<file path="src/hw/rtl/mstk_pkg.sv">
// Package for the minimum spanning tree engine: request and result payloads,
// controller-to-datapath command and status groups, opcodes and defaults.
// No dependencies; every other file of the block but mstk_ram uses it.
`default_nettype none

package mstk_pkg;

  // Default sizes, handed to the top level parameters
  localparam int MAX_VERTICES_DEF = 16;
  localparam int WEIGHT_BITS_DEF  = 16;

  // Vertex count register value after reset
  localparam logic [4:0] VERTEX_COUNT_RESET = 5'd16;

  // Request opcodes
  localparam logic OP_ADD   = 1'b0;
  localparam logic OP_BUILD = 1'b1;

  // One input request
  typedef struct packed {
    logic        opcode;
    logic [3:0]  node_a;
    logic [3:0]  node_b;
    logic [15:0] weight;
  } in_req_t;

  // One result item
  typedef struct packed {
    logic [3:0]  tree_node_low;
    logic [3:0]  tree_node_high;
    logic [15:0] tree_weight;
    logic        edge_valid;
    logic        spanning;
    logic        last;
  } out_res_t;

  // Commands from the controller to the datapath
  typedef struct packed {
    logic clr_step;
    logic add;
    logic start;
    logic linit_step;
    logic scan_start;
    logic scan_step;
    logic remove;
    logic rd_b;
    logic sweep_start;
    logic sweep_step;
    logic emit_edge;
    logic emit_mark;
  } dp_cmd_t;

  // Status from the datapath to the controller
  typedef struct packed {
    logic clr_done;
    logic v_last;
    logic scan_last;
    logic found;
    logic same;
    logic joined_full;
    logic eff_le1;
    logic out_free;
  } dp_stat_t;

endpackage

`default_nettype wire

</file>
<file path="src/hw/rtl/minimum_spanning_tree_kruskal_top.sv">
// Top level of the minimum spanning tree engine: joins controller and datapath.
// Depends on mstk_pkg, mstk_ctrl, mstk_dp and mstk_ram.
//
//   channel  direction  payload               handshake
//   cfg      in         cfg_data (5 bits)     cfg_valid / cfg_ready
//   in       in         mstk_pkg::in_req_t    in_valid / in_ready
//   out      out        mstk_pkg::out_res_t   out_valid / out_ready
//
// After reset the edge store is cleared, one entry a cycle, all MAX_VERTICES
// squared entries (256 by default); no request is taken meanwhile, cfg writes are.
// A valid add request is written straight into the edge store. A build request runs
// on its own: label setup, then per scan pass a read of every vertex pair, and
// when the lightest edge merges two components a label sweep, then hand-off;
// the single read port of the edge store sets the scan length.
// A result waits in the output register while loads go on; a stalled output
// stalls the build only when the next result is ready.
`default_nettype none

module minimum_spanning_tree_kruskal_top #(
  parameter int MAX_VERTICES = mstk_pkg::MAX_VERTICES_DEF,
  parameter int WEIGHT_BITS  = mstk_pkg::WEIGHT_BITS_DEF
) (
  input  wire logic               clk,
  input  wire logic               rst,
  input  wire logic               cfg_valid,
  output      logic               cfg_ready,
  input  wire logic [4:0]         cfg_data,
  input  wire logic               in_valid,
  output      logic               in_ready,
  input  wire mstk_pkg::in_req_t  in_data,
  output      logic               out_valid,
  input  wire logic               out_ready,
  output      mstk_pkg::out_res_t out_data
);

  mstk_pkg::dp_cmd_t  cmd;
  mstk_pkg::dp_stat_t stat;

  // The user must write the register only while idle; the block does not enforce it, so take writes at once
  assign cfg_ready = 1'b1;

  mstk_ctrl u_ctrl (
    .clk       (clk),
    .rst       (rst),
    .in_valid  (in_valid),
    .in_ready  (in_ready),
    .in_opcode (in_data.opcode),
    .stat      (stat),
    .cmd       (cmd)
  );

  mstk_dp #(
    .MAX_VERTICES (MAX_VERTICES),
    .WEIGHT_BITS  (WEIGHT_BITS)
  ) u_dp (
    .clk       (clk),
    .rst       (rst),
    .cfg_valid (cfg_valid),
    .cfg_ready (cfg_ready),
    .cfg_data  (cfg_data),
    .in_data   (in_data),
    .out_valid (out_valid),
    .out_ready (out_ready),
    .out_data  (out_data),
    .cmd       (cmd),
    .stat      (stat)
  );

endmodule

`default_nettype wire

</file>
<file path="src/hw/rtl/mstk_ram.sv">
// Generic single-write, single-read RAM with registered read data.
// No dependencies.
`default_nettype none

module mstk_ram #(
  parameter int WIDTH = 8,
  parameter int DEPTH = 16
) (
  input  wire logic                     clk,
  input  wire logic                     we,
  input  wire logic [$clog2(DEPTH)-1:0] waddr,
  input  wire logic [WIDTH-1:0]         wdata,
  input  wire logic [$clog2(DEPTH)-1:0] raddr,
  output      logic [WIDTH-1:0]         rdata
);

  logic [WIDTH-1:0] mem [DEPTH];

  // Write port
  always_ff @(posedge clk) begin
    if (we) begin
      mem[waddr] <= wdata;
    end
  end

  // Registered read port
  always_ff @(posedge clk) begin
    rdata <= mem[raddr];
  end

endmodule

`default_nettype wire

</file>
<file path="src/hw/rtl/mstk_ctrl.sv">
// Controller state machine of the spanning tree engine: sequences the
// clearing pass, loads, label setup, scans, merges and result hand-off.
// Depends on mstk_pkg (command and status types, opcodes).
`default_nettype none

module mstk_ctrl (
  input  wire logic               clk,
  input  wire logic               rst,
  input  wire logic               in_valid,
  output      logic               in_ready,
  input  wire logic               in_opcode,
  input  wire mstk_pkg::dp_stat_t stat,
  output      mstk_pkg::dp_cmd_t  cmd
);

  localparam logic [3:0] S_CLEAR  = 4'd0;
  localparam logic [3:0] S_IDLE   = 4'd1;
  localparam logic [3:0] S_LINIT  = 4'd2;
  localparam logic [3:0] S_SCAN0  = 4'd3;
  localparam logic [3:0] S_SCAN   = 4'd4;
  localparam logic [3:0] S_SWAIT  = 4'd5;
  localparam logic [3:0] S_DECIDE = 4'd6;
  localparam logic [3:0] S_RDA    = 4'd7;
  localparam logic [3:0] S_RDB    = 4'd8;
  localparam logic [3:0] S_SWEEP  = 4'd9;
  localparam logic [3:0] S_EMIT   = 4'd10;
  localparam logic [3:0] S_MARK   = 4'd11;

  logic [3:0] state;
  logic [3:0] state_next;
  logic       in_acc;

  assign in_ready = (state == S_IDLE);
  assign in_acc   = in_valid && in_ready;

  // Decode next state and commands
  always_comb begin
    state_next = state;
    cmd        = '0;
    unique case (state)
      S_CLEAR: begin
        cmd.clr_step = 1'b1;
        if (stat.clr_done) begin
          state_next = S_IDLE;
        end
      end
      S_IDLE: begin
        if (in_acc) begin
          if (in_opcode == mstk_pkg::OP_BUILD) begin
            cmd.start  = 1'b1;
            state_next = stat.eff_le1 ? S_MARK : S_LINIT;
          end else begin
            cmd.add = 1'b1;
          end
        end
      end
      S_LINIT: begin
        cmd.linit_step = 1'b1;
        if (stat.v_last) begin
          state_next = S_SCAN0;
        end
      end
      S_SCAN0: begin
        cmd.scan_start = 1'b1;
        state_next     = S_SCAN;
      end
      S_SCAN: begin
        cmd.scan_step = 1'b1;
        if (stat.scan_last) begin
          state_next = S_SWAIT;
        end
      end
      S_SWAIT: begin
        state_next = S_DECIDE;
      end
      S_DECIDE: begin
        if (stat.found) begin
          cmd.remove = 1'b1;
          state_next = S_RDA;
        end else begin
          state_next = S_MARK;
        end
      end
      S_RDA: begin
        cmd.rd_b   = 1'b1;
        state_next = S_RDB;
      end
      S_RDB: begin
        if (stat.same) begin
          state_next = S_SCAN0;
        end else begin
          cmd.sweep_start = 1'b1;
          state_next      = S_SWEEP;
        end
      end
      S_SWEEP: begin
        cmd.sweep_step = 1'b1;
        if (stat.v_last) begin
          state_next = S_EMIT;
        end
      end
      S_EMIT: begin
        if (stat.out_free) begin
          cmd.emit_edge = 1'b1;
          state_next    = stat.joined_full ? S_IDLE : S_SCAN0;
        end
      end
      S_MARK: begin
        if (stat.out_free) begin
          cmd.emit_mark = 1'b1;
          state_next    = S_IDLE;
        end
      end
      default: begin
        state_next = S_CLEAR;
      end
    endcase
  end

  // State register
  always_ff @(posedge clk) begin
    if (rst) begin
      state <= S_CLEAR;
    end else begin
      state <= state_next;
    end
  end

endmodule

`default_nettype wire

</file>
<file path="src/hw/rtl/mstk_dp.sv">
// Datapath of the spanning tree engine: vertex count register, edge store,
// component labels, scan for the lightest edge, label merge, result register.
// Depends on mstk_pkg and mstk_ram.
`default_nettype none

module mstk_dp #(
  parameter int MAX_VERTICES = mstk_pkg::MAX_VERTICES_DEF,
  parameter int WEIGHT_BITS  = mstk_pkg::WEIGHT_BITS_DEF
) (
  input  wire logic               clk,
  input  wire logic               rst,
  input  wire logic               cfg_valid,
  input  wire logic               cfg_ready,
  input  wire logic [4:0]         cfg_data,
  input  wire mstk_pkg::in_req_t  in_data,
  output      logic               out_valid,
  input  wire logic               out_ready,
  output      mstk_pkg::out_res_t out_data,
  input  wire mstk_pkg::dp_cmd_t  cmd,
  output      mstk_pkg::dp_stat_t stat
);

  localparam int VW = (MAX_VERTICES > 1) ? $clog2(MAX_VERTICES) : 1;
  localparam int CW = $clog2(MAX_VERTICES + 1);
  localparam int XW = (CW > 4) ? CW : 4;
  localparam int ED = MAX_VERTICES * MAX_VERTICES;
  localparam int AW = $clog2(ED);
  localparam int EW = WEIGHT_BITS + 1;

  // Vertex count register and its saturated value
  logic [4:0]    vcount;
  logic [CW-1:0] eff;

  always_ff @(posedge clk) begin
    if (rst) begin
      vcount <= mstk_pkg::VERTEX_COUNT_RESET;
    end else if (cfg_valid && cfg_ready) begin
      vcount <= cfg_data;
    end
  end

  always_comb begin
    if (vcount == '0) begin
      eff = CW'(1);
    end else if (int'(vcount) > MAX_VERTICES) begin
      eff = CW'(MAX_VERTICES);
    end else begin
      eff = CW'(vcount);
    end
  end

  // Count latched for one build run
  logic [CW-1:0] n_lat;
  logic [VW-1:0] nm1;
  logic [VW-1:0] nm2;
  logic [CW-1:0] joined;

  assign nm1 = VW'(n_lat - CW'(1));
  assign nm2 = VW'(n_lat - CW'(2));

  always_ff @(posedge clk) begin
    if (cmd.start) begin
      n_lat  <= eff;
      joined <= CW'(1);
    end else if (cmd.emit_edge) begin
      joined <= joined + CW'(1);
    end
  end

  // Edge store ports
  logic          e_we;
  logic [AW-1:0] e_waddr;
  logic [EW-1:0] e_wdata;
  logic [AW-1:0] e_raddr;
  logic [EW-1:0] e_rdata;

  mstk_ram #(
    .WIDTH (EW),
    .DEPTH (ED)
  ) u_edge_ram (
    .clk   (clk),
    .we    (e_we),
    .waddr (e_waddr),
    .wdata (e_wdata),
    .raddr (e_raddr),
    .rdata (e_rdata)
  );

  // Label store ports
  logic          l_we;
  logic [VW-1:0] l_waddr;
  logic [VW-1:0] l_wdata;
  logic [VW-1:0] l_raddr;
  logic [VW-1:0] l_rdata;

  mstk_ram #(
    .WIDTH (VW),
    .DEPTH (MAX_VERTICES)
  ) u_label_ram (
    .clk   (clk),
    .we    (l_we),
    .waddr (l_waddr),
    .wdata (l_wdata),
    .raddr (l_raddr),
    .rdata (l_rdata)
  );

  // Clearing pass counter
  logic [AW-1:0] clr_addr;

  always_ff @(posedge clk) begin
    if (rst) begin
      clr_addr <= '0;
    end else if (cmd.clr_step) begin
      clr_addr <= clr_addr + AW'(1);
    end
  end

  // Add request: order the pair and check it
  logic [3:0]    lo;
  logic [3:0]    hi;
  logic          add_ok;
  logic [AW-1:0] add_addr;

  assign lo       = (in_data.node_a < in_data.node_b) ? in_data.node_a : in_data.node_b;
  assign hi       = (in_data.node_a < in_data.node_b) ? in_data.node_b : in_data.node_a;
  assign add_ok   = (in_data.node_a != in_data.node_b) &&
                    (XW'(in_data.node_a) < XW'(eff)) && (XW'(in_data.node_b) < XW'(eff));
  assign add_addr = AW'(lo) * AW'(MAX_VERTICES) + AW'(hi);

  // Scan counters, delayed read tags and best edge so far
  logic [VW-1:0]          si;
  logic [VW-1:0]          sj;
  logic                   rd_d;
  logic [VW-1:0]          ri_d;
  logic [VW-1:0]          rj_d;
  logic                   found;
  logic [VW-1:0]          br;
  logic [VW-1:0]          bc;
  logic [WEIGHT_BITS-1:0] bw;
  logic [AW-1:0]          best_addr;

  assign best_addr = AW'(br) * AW'(MAX_VERTICES) + AW'(bc);

  always_ff @(posedge clk) begin
    if (rst) begin
      rd_d  <= 1'b0;
      found <= 1'b0;
    end else begin
      rd_d <= cmd.scan_step;
      if (cmd.scan_start) begin
        found <= 1'b0;
      end else if (rd_d && e_rdata[WEIGHT_BITS] &&
                   (!found || e_rdata[WEIGHT_BITS-1:0] < bw)) begin
        found <= 1'b1;
      end
    end
  end

  // Advance the pair counters row by row and keep the lightest edge
  always_ff @(posedge clk) begin
    if (cmd.scan_start) begin
      si <= '0;
      sj <= VW'(1);
    end else if (cmd.scan_step) begin
      ri_d <= si;
      rj_d <= sj;
      if (sj == nm1) begin
        si <= si + VW'(1);
        sj <= si + VW'(2);
      end else begin
        sj <= sj + VW'(1);
      end
    end
    if (rd_d && e_rdata[WEIGHT_BITS] && (!found || e_rdata[WEIGHT_BITS-1:0] < bw)) begin
      br <= ri_d;
      bc <= rj_d;
      bw <= e_rdata[WEIGHT_BITS-1:0];
    end
  end

  // Edge store write and read selection
  always_comb begin
    e_we    = 1'b0;
    e_waddr = clr_addr;
    e_wdata = '0;
    if (cmd.clr_step) begin
      e_we = 1'b1;
    end else if (cmd.add && add_ok) begin
      e_we    = 1'b1;
      e_waddr = add_addr;
      e_wdata = {1'b1, WEIGHT_BITS'(in_data.weight)};
    end else if (cmd.remove) begin
      e_we    = 1'b1;
      e_waddr = best_addr;
    end
  end

  assign e_raddr = AW'(si) * AW'(MAX_VERTICES) + AW'(sj);

  // Label setup and merge sweep
  logic [VW-1:0] v;
  logic [VW-1:0] la;
  logic [VW-1:0] from_lbl;
  logic [VW-1:0] to_lbl;
  logic          sw_d;
  logic [VW-1:0] sw_v_d;

  always_ff @(posedge clk) begin
    if (rst) begin
      sw_d <= 1'b0;
    end else begin
      sw_d <= cmd.sweep_step;
    end
  end

  always_ff @(posedge clk) begin
    if (cmd.start || cmd.sweep_start) begin
      v <= '0;
    end else if (cmd.linit_step || cmd.sweep_step) begin
      v <= v + VW'(1);
    end
    if (cmd.rd_b) begin
      la <= l_rdata;
    end
    if (cmd.sweep_start) begin
      from_lbl <= l_rdata;
      to_lbl   <= la;
    end
    if (cmd.sweep_step) begin
      sw_v_d <= v;
    end
  end

  always_comb begin
    l_we    = 1'b0;
    l_waddr = v;
    l_wdata = v;
    if (cmd.linit_step) begin
      l_we = 1'b1;
    end else if (sw_d && (l_rdata == from_lbl)) begin
      l_we    = 1'b1;
      l_waddr = sw_v_d;
      l_wdata = to_lbl;
    end
  end

  always_comb begin
    l_raddr = v;
    if (cmd.remove) begin
      l_raddr = br;
    end else if (cmd.rd_b) begin
      l_raddr = bc;
    end
  end

  // Result register
  logic out_free;
  logic full;

  assign out_free = !out_valid || out_ready;
  assign full     = ((joined + CW'(1)) == n_lat);

  always_ff @(posedge clk) begin
    if (rst) begin
      out_valid <= 1'b0;
    end else if (cmd.emit_edge || cmd.emit_mark) begin
      out_valid <= 1'b1;
    end else if (out_ready) begin
      out_valid <= 1'b0;
    end
  end

  always_ff @(posedge clk) begin
    if (cmd.emit_edge) begin
      out_data.tree_node_low  <= 4'(br);
      out_data.tree_node_high <= 4'(bc);
      out_data.tree_weight    <= 16'(bw);
      out_data.edge_valid     <= 1'b1;
      out_data.spanning       <= full;
      out_data.last           <= full;
    end else if (cmd.emit_mark) begin
      out_data.tree_node_low  <= '0;
      out_data.tree_node_high <= '0;
      out_data.tree_weight    <= '0;
      out_data.edge_valid     <= 1'b0;
      out_data.spanning       <= (n_lat == CW'(1));
      out_data.last           <= 1'b1;
    end
  end

  // Status back to the controller
  assign stat.clr_done    = (clr_addr == AW'(ED - 1));
  assign stat.v_last      = (v == nm1);
  assign stat.scan_last   = (si == nm2) && (sj == nm1);
  assign stat.found       = found;
  assign stat.same        = (l_rdata == la);
  assign stat.joined_full = full;
  assign stat.eff_le1     = (eff == CW'(1));
  assign stat.out_free    = out_free;

endmodule

`default_nettype wire

</file>
<file path="config.mk">
export PLATFORM = sky130hd
export DESIGN_NAME = minimum_spanning_tree_kruskal_top
export DESIGN_NICKNAME = d
export VERILOG_FILES = /design/src/hw/rtl/mstk_pkg.sv /design/src/hw/rtl/minimum_spanning_tree_kruskal_top.sv /design/src/hw/rtl/mstk_ram.sv /design/src/hw/rtl/mstk_ctrl.sv /design/src/hw/rtl/mstk_dp.sv
export SDC_FILE = /design/constraint.sdc
export NUM_CORES = 2
export LEC_CHECK = 0
export ABC_CLOCK_PERIOD_IN_PS = 18820
export CAP_MARGIN = 20
export CORE_ASPECT_RATIO = 0.5
export CORE_MARGIN = 5
export CORE_UTILIZATION = 30
export CTS_CLUSTER_SIZE = 30
export DETAILED_ROUTE_END_ITERATION = 10
export DONT_BUFFER_PORTS = 1
export PLACE_DENSITY_LB_ADDON = 0.25
export SYNTH_ARGS = -nofsm -noshare
export SYNTH_HDL_FRONTEND = slang
export SYNTH_MEMORY_MAX_BITS = 65536
export SYNTH_SLANG_ARGS = --single-unit
</file>
<file path="constraint.sdc">
create_clock -name clk -period 18.82 [get_ports clk]
set_input_delay 4.705 -clock clk [delete_from_list [all_inputs] [get_ports clk]]
set_output_delay 4.705 -clock clk [all_outputs]
set_load 0.02 [all_outputs]
</file>
Yosys cells after proc, flatten, opt, wreduce, memory -nomap -nowiden

Memory sizes are Yosys's and may differ from the RTL's. A register that Yosys moved wholly into a read port is not among the register bits.
Index checks and enable logic that the tools add are counted.

$lt $le $gt $ge: 5
Add/sub/neg operators: 11
Bitwise logic cells: 1
Equal/unequal tests: 29
Mux-type cells: 59
Reduce and logical (&&, ||, !) cells: 23

Operators with widths:

| kind                                                            | count |
|---|---|
| 4-bit 2-to-1 mux                                                | 20 |
| 27-bit 2-to-1 mux                                               | 2 |
| 4-bit one-hot mux with 12 select lines                          | 1 |
| 17-bit 2-to-1 mux                                               | 2 |
| 1-bit 2-to-1 mux                                                | 26 |
| 8-bit by 4-bit adder with 8-bit output                          | 3 |
| 8-bit 2-to-1 mux                                                | 3 |
| 4-bit == test                                                   | 5 |
| 4-bit by 3-bit == test with 1-bit output, second input constant | 4 |
| 4-bit == test, second input constant                            | 4 |
| 16-bit < comparator                                             | 1 |
| 4-bit by 1-bit adder with 4-bit output, second input constant   | 3 |
| 2-bit != test, second input constant                            | 6 |
| 5-bit by 1-bit == test with 1-bit output, second input constant | 2 |
| 4-bit by 5-bit < comparator with 1-bit output                   | 2 |
| 5-bit 2-to-1 mux                                                | 2 |
| 8-bit by 1-bit adder with 8-bit output, second input constant   | 1 |
| 4-bit by 2-bit == test with 1-bit output, second input constant | 2 |
| 8-bit == test, second input constant                            | 1 |
| 1-bit logical AND                                               | 8 |
| 8-bit AND reduction                                             | 1 |
| 2-bit 2-to-1 mux                                                | 3 |
| 5-bit by 1-bit adder with 5-bit output, second input constant   | 1 |
| 5-bit == test                                                   | 1 |
| other kinds (16)                                                | 24 |

Bits in registers: 118
Memories: 2
RAM bits: 4416
Bits of input ports: 35

Memories:

| memory               | depth | bits a word | rd ports | clocked after memory_dff | write ports | RTL line       | text |
|---|---|---|---|---|---|---|---|
| u_dp.u_edge_ram.mem  | 256   | 17          | 1        | 1                        | 1           | mstk_ram.sv:17 | `logic [WIDTH-1:0] mem [DEPTH];` |
| u_dp.u_label_ram.mem | 16    | 4           | 1        | 1                        | 1           | mstk_ram.sv:17 |  |

Logic depth before layout (Yosys ltp)

Depth after elaboration: 11
Mapped depth: 14

Cells and area by module

A second synthesis with hierarchy kept.

Cells, all modules: 8533
Area, all modules: 178732.7 um^2

By module, submodules not included:

| module                            | sequential area each (um^2) | instances | cells each | area each (um^2) |
|---|---|---|---|---|
| mstk_ram at u_dp.u_edge_ram       | 131025.7                    | 1         | 7797       | 169704.0 |
| mstk_dp                           | 3072.9                      | 1         | 539        | 5890.6 |
| mstk_ram at u_dp.u_label_ram      | 2001.9                      | 1         | 130        | 2666.3 |
| mstk_ctrl                         | 80.1                        | 1         | 65         | 460.4 |
| minimum_spanning_tree_kruskal_top | 0.0                         | 1         | 2          | 11.3 |

Worst setup path after synthesis

Ideal clock, no wire load.

Path type: input -> register
Start: input in_data[19] (netlist bit)
End: memory u_dp.u_edge_ram.mem[0][10] (netlist bit) (data pin)
Stages: 8
Arrival time: 9557 ps
Path slack: 8389 ps
Setup time: 875 ps
Data required time: 17945 ps
Buffers on the path: 2
Cell sequence: inv_1 ha_1 nand4b_1 nand4b_1 nor4_2 clkbuf_1 clkbuf_1 and3_1

Cells in the longest elaborated chain, start to end: 6
Elaborated cells between the ends (all ways): 7
Classes of those cells: 1 x order compare; 1 x eq/ne; 2 x mux; 3 x reduce/logical

Ends and longest elaborated chain:

| item                                                                                                  | RTL line                                | text |
|---|---|---|
| start: declaration                                                                                    | minimum_spanning_tree_kruskal_top.sv:30 | `input wire mstk_pkg::in_req_t in_data,` |
| parallel branches: the longest is 2 deep, another holds 4-bit by 5-bit < comparator with 1-bit output | n/a                                     |  |
| 1-bit logical AND (*)                                                                                 | mstk_dp.sv:128                          | `(XW'(in_data.node_a) < XW'(eff)) && (XW'(in_data.node_b) < XW'(eff));` |
| 1-bit logical AND (*)                                                                                 | mstk_dp.sv:189                          | `end else if (cmd.add && add_ok) begin` |
| 17-bit 2-to-1 mux (*)                                                                                 | mstk_dp.sv:189                          |  |
| 17-bit 2-to-1 mux (*)                                                                                 | mstk_dp.sv:187                          | `if (cmd.clr_step) begin` |
| named net u_dp.e_wdata[10]                                                                            | mstk_dp.sv:73                           | `logic [EW-1:0] e_wdata;` |
| end: declaration                                                                                      | mstk_ram.sv:17                          |  |

Mark *: on every way through the listed nets, which the timed path passes.

Worst setup path after layout

Start: input in_data[17] (netlist bit)
End: memory u_dp.u_edge_ram.mem[151][13] (netlist bit) (enable)

Cells in the longest elaborated chain, start to end: 8
Elaborated cells between the ends (all ways): 15
Classes of those cells: 1 x add/sub; 2 x order compare; 1 x eq/ne; 8 x mux; 3 x reduce/logical

Ends and longest elaborated chain:

| item |
|---|
| parallel branches: the longest is 8 deep, another holds 8-bit by 4-bit adder with 8-bit output |

Several ways; the timed one is not identified.

==> metrics.csv <==
stage,metric,value,unit
outcome,outcome,finished clean,
synth,"Seq/Total Area, Yosys",77.85,%
cts,CTS resizes,0,
finish,Layout Nets,8512,
placement,DP Worst Slack,8.678,ns
placement,placed insts,15780,
placement,Final Wtd Congestion,0.8381,
timing,Peak Freq,109.0,MHz
detailed_routing,DRC,0,
grt,Tot GR Track Use,16.37,%
detailed_routing,Pre-antenna DRT Iters,6,
worst_setup_path,Crit path max-delay family,simple AND/OR/NAND/NOR gates,
finish,fin cells,16630,
synth,yosys warns,0,
synth,synthesized net count,8194,
synth,Post-synth EDFFs,4495,
worst_setup_path,Setup crit start kind,primary input,
timing,clk_skew,0.05350,ns
worst_setup_path,crit end category,flop,
worst_setup_path,crit path kind,in2reg,
floorplanning,die height,550.0,um
cts,TritonCTS Buffers,443,
worst_setup_path,Worst path depth,9,
power_and_ir_drop,leak pwr,64.47,nW
worst_setup_path,reg2reg path depth,10,
floorplanning,Die W,1090,um
grt,vias in the first global route,85670,
cts,clock slew at reported path FFs,0.06,ns
grt,grt ovf,0,
synth,fraction of registers with async set/reset,0,%
worst_setup_path,Setup crit end,u_dp.u_edge_ram.mem[151][13],
floorplanning,Core ar.,0.5814,sq mm
power_and_ir_drop,combinational power share,22.9,%
worst_setup_path,"Arr. time, crit path",9.87,ns
timing,Final Hold Vio Count,0,
worst_setup_path,CP max stage delay,1.01,ns
worst_setup_path,Crit path required time,19.51,ns
timing,final setup margin,9.647,ns
floorplanning,Starting Density,30.09,%
synth,Yosys cell types,74,
synth,Avg Inst Size Synth,21.54,sq um
detailed_routing,Detailed Route WL,506700,um
detailed_routing,Iter 0 DRT Violations,10250,
grt,largest net degree at the start of global routing,169,
cts,Hold Buf Count CTS,0,
placement,hpwl dp,307400,um
detailed_routing,WL per Instance,30.47,um
cts,post-CTS setup buffer count,0,
timing,Final period util,48.74,%
synth,Synth Flop Type,edfxtp_1,
finish,post-layout instance area,0.2011,sq mm
cts,CTS H-tree depth,5,
synth,Syn Std Cell Area,0.1749,sq mm
worst_setup_path,Critical-path top delay cell,nand3_1,
power_and_ir_drop,Max VDD drop,85.88,uV
power_and_ir_drop,Seq pwr share,43.3,%
synth,Synth Instances,8122,
worst_setup_path,r2r startpoint,u_dp.sj[0],
floorplanning,full die area,0.5994,sq mm
detailed_routing,Vias,85600,
power_and_ir_drop,P per Cell Area,131.9,mW/mm^2
detailed_routing,Via density,5.147,
placement,dpl cell area,0.1864,sq mm
detailed_routing,antenna-violating nets left,0,
worst_setup_path,crit path from,in_data[17],
cts,CTS Buffer Depth,4,
worst_setup_path,flop-to-flop setup slack,12.23,ns
grt,initial antenna violation count,32,
run,MaxCap Viol Count,0,
grt,first-pass GRT wire length,699500,um
floorplanning,# rows,198,
worst_setup_path,CP cell instances,"ha_1, a211o_1, o211ai_1, a31o_2, nand2_1, o221ai_1, nand3_1, nor2_1, buf_4",
cts,clk root buf,clkbuf_16,
power_and_ir_drop,NetSw,0.007714,W
placement,IO buf count,0,
worst_setup_path,CP bufs+invs,1,
timing,total negative slack,0,ns
timing,Rel. slew slack,11.46,%
worst_setup_path,critical-path maximum fanout,23,
finish,share of cells above drive strength 1,26.54,%
synth,Synth Register Bits,4555,
timing,"Setup violations, final",0,
worst_hold_path,Hold Path Class,reg2reg,
timing,fin crit period,9.173,ns
cts,CTS tree,built,
power_and_ir_drop,Internal,0.01880,W
timing,RSZ-0062 raised after global routing,no,
power_and_ir_drop,sw frac,29.09,%
worst_setup_path,reg-to-reg endpoint,u_dp.u_edge_ram.rdata[12],
finish,Layout Area Growth over Synthesis,14.95,%
cts,Clock Latency Late Sink,1.00,ns
floorplanning,Ports,65,
power_and_ir_drop,clock power share,33.9,%
timing,worst slew pin tran,1.328,ns
cts,# clock sinks,4555,
timing,Slew Limit Fails,0,
finish,"Core Util, Final",34.58,%
-- kinds of logic after synthesis --
logic type	share of synthesized area [%]
AND/OR/NAND/NOR	2.666
flip-flops	77.85
AO/OA/AOI/OAI	2.912
buffers and inverters	1.245
adder cells (fa/ha/maj)	0.2646
other	0.002144
XOR/XNOR	0.2396
multiplexers	14.82
-- cell usage after synthesis (41+ instances only) --
cell type | number | area (sq um)
clkbuf_1 | 298 | 1119
a22oi_1 | 205 | 1539
nand2_1 | 108 | 405.4
o22ai_1 | 172 | 1076
and3_1 | 66 | 412.9
buf_2 | 130 | 650.6
mux4_2 | 1088 | 24500
o21ai_0 | 53 | 265.3
a211oi_1 | 81 | 608.1
edfxtp_1 | 4495 | 135000
nor3_1 | 72 | 360.4
dfxtp_1 | 60 | 1201
a21oi_1 | 44 | 220.2
inv_1 | 42 | 157.7
buf_1 | 45 | 168.9
nor2_1 | 526 | 1974
nand3_1 | 41 | 205.2
a31oi_1 | 44 | 275.3
mux2i_1 | 136 | 1361
-- layout by cell type (no fill, tap or decap), drive strengths merged, types with 13 or more instances in the layout --
master	Yosys	routed
o22ai	172	172
a221oi	35	35
o21ai	55	55
diode	0	13
ha	37	37
inv	43	56
or4	28	28
and3	66	66
nor3	72	72
clkbuf	298	538
or2	18	18
a31oi	44	44
nand2	108	108
a21oi	44	44
dfxtp	60	60
and2	24	24
nor2	546	546
xor2	24	24
nand2b	26	26
a22oi	205	205
clkinvlp	0	18
nor4	23	23
buf	182	352
nor2b	13	13
xnor2	16	16
a21boi	20	20
nand3	41	41
a211oi	84	84
clkinv	1	202
edfxtp	4495	4495
mux4	1088	1088
mux2i	136	136
bufinv	0	52
-- power by group through the flow --
stage | logic, W | clock network [W] | registers, W
after floorplan | 0.00385 | 0 | 0.0116
after global placement | 0.00615 | 0 | 0.0117
after detailed placement | 0.00615 | 0 | 0.0117
after CTS | 0.00616 | 0.00915 | 0.0115
after global routing | 0.00638 | 0.00960 | 0.0115
final | 0.00606 | 0.00898 | 0.0115
-- per-layer routing --
layer / wire, um / up-vias / share of wire, % / global-route usage [%]
met1: 221000 / 46760 / 44 / 23.70
met4: 14640 / 4 / 2.9 / 4.362
met2: 234100 / 3346 / 46 / 25.68
li1: - / 34850 / - / -
met3: 36960 / 639 / 7.3 / 2.893
met5: 27 / - / 0.0053 / 0
-- worst min path at each step --
| stage | end | slack, ns | cells past startpoint | start |
|---|---|---|---|---|
| after CTS | u_dp.br[2] | 0.42 | 0 | u_dp.ri_d[2] |
| after detailed placement | u_dp.br[2] | 0.40 | 0 | u_dp.ri_d[2] |
| after floorplan | u_dp.bw[0] | 0.40 | 0 | u_dp.u_edge_ram.rdata[0] |
| after global routing | u_dp.br[3] | 0.42 | 0 | u_dp.ri_d[3] |
| after global placement | u_dp.br[3] | 0.40 | 0 | u_dp.ri_d[3] |
| final | u_dp.br[2] | 0.42 | 0 | u_dp.ri_d[2] |
-- through the flow --
step                      hold slack [ns]  total power (W)
after floorplan                    0.3995          0.01549
after global placement             0.4011          0.01785
after detailed placement           0.4045          0.01785
after CTS                          0.4204          0.02679
after global routing               0.4233          0.02746
final                              0.4193          0.02652
-- final cells by class --
cell class / instances / area (sq um)
timing repair buffer: 353 / 3186
tap: 7800 / 9759
fill: 53940 / 380400
sequential: 4555 / 136200
clock inverter: 284 / 2861
multi-input combinational: 3043 / 37270
inverter: 44 / 180.2
clock buffer: 537 / 11610
antenna: 13 / 32.53
-- flip-flops by register name, indices dropped and copies added, names as in the netlist, 4 cells and up --
register,cells
u_dp.to_lbl,4
u_dp.n_lat,5
u_dp.si,4
u_dp.bw,16
u_dp.sw_v_d,4
u_dp.u_label_ram.rdata,4
u_dp.ri_d,4
u_dp.joined,5
u_dp.u_edge_ram.mem,4352
u_dp.la,4
u_dp.clr_addr,8
u_dp.v,4
u_ctrl.state,4
u_dp.vcount,5
u_dp.u_label_ram.mem,64
u_dp.sj,4
u_dp.u_edge_ram.rdata,17
u_dp.out_data,27
u_dp.bc,4
u_dp.from_lbl,4
u_dp.rj_d,4
u_dp.br,4
-- worst reg2reg max path, delay by kind of cell (launching register included) --
family | cells | cell delay [ns]
AOI/OAI and AO/OA | 2 | 1.15
buffers and inverters | 4 | 2.54
DFF | 1 | 0.62
muxes | 1 | 0.52
and+or+nand+nor | 3 | 1.56
Note: power is estimated with default switching activity, not from simulation.
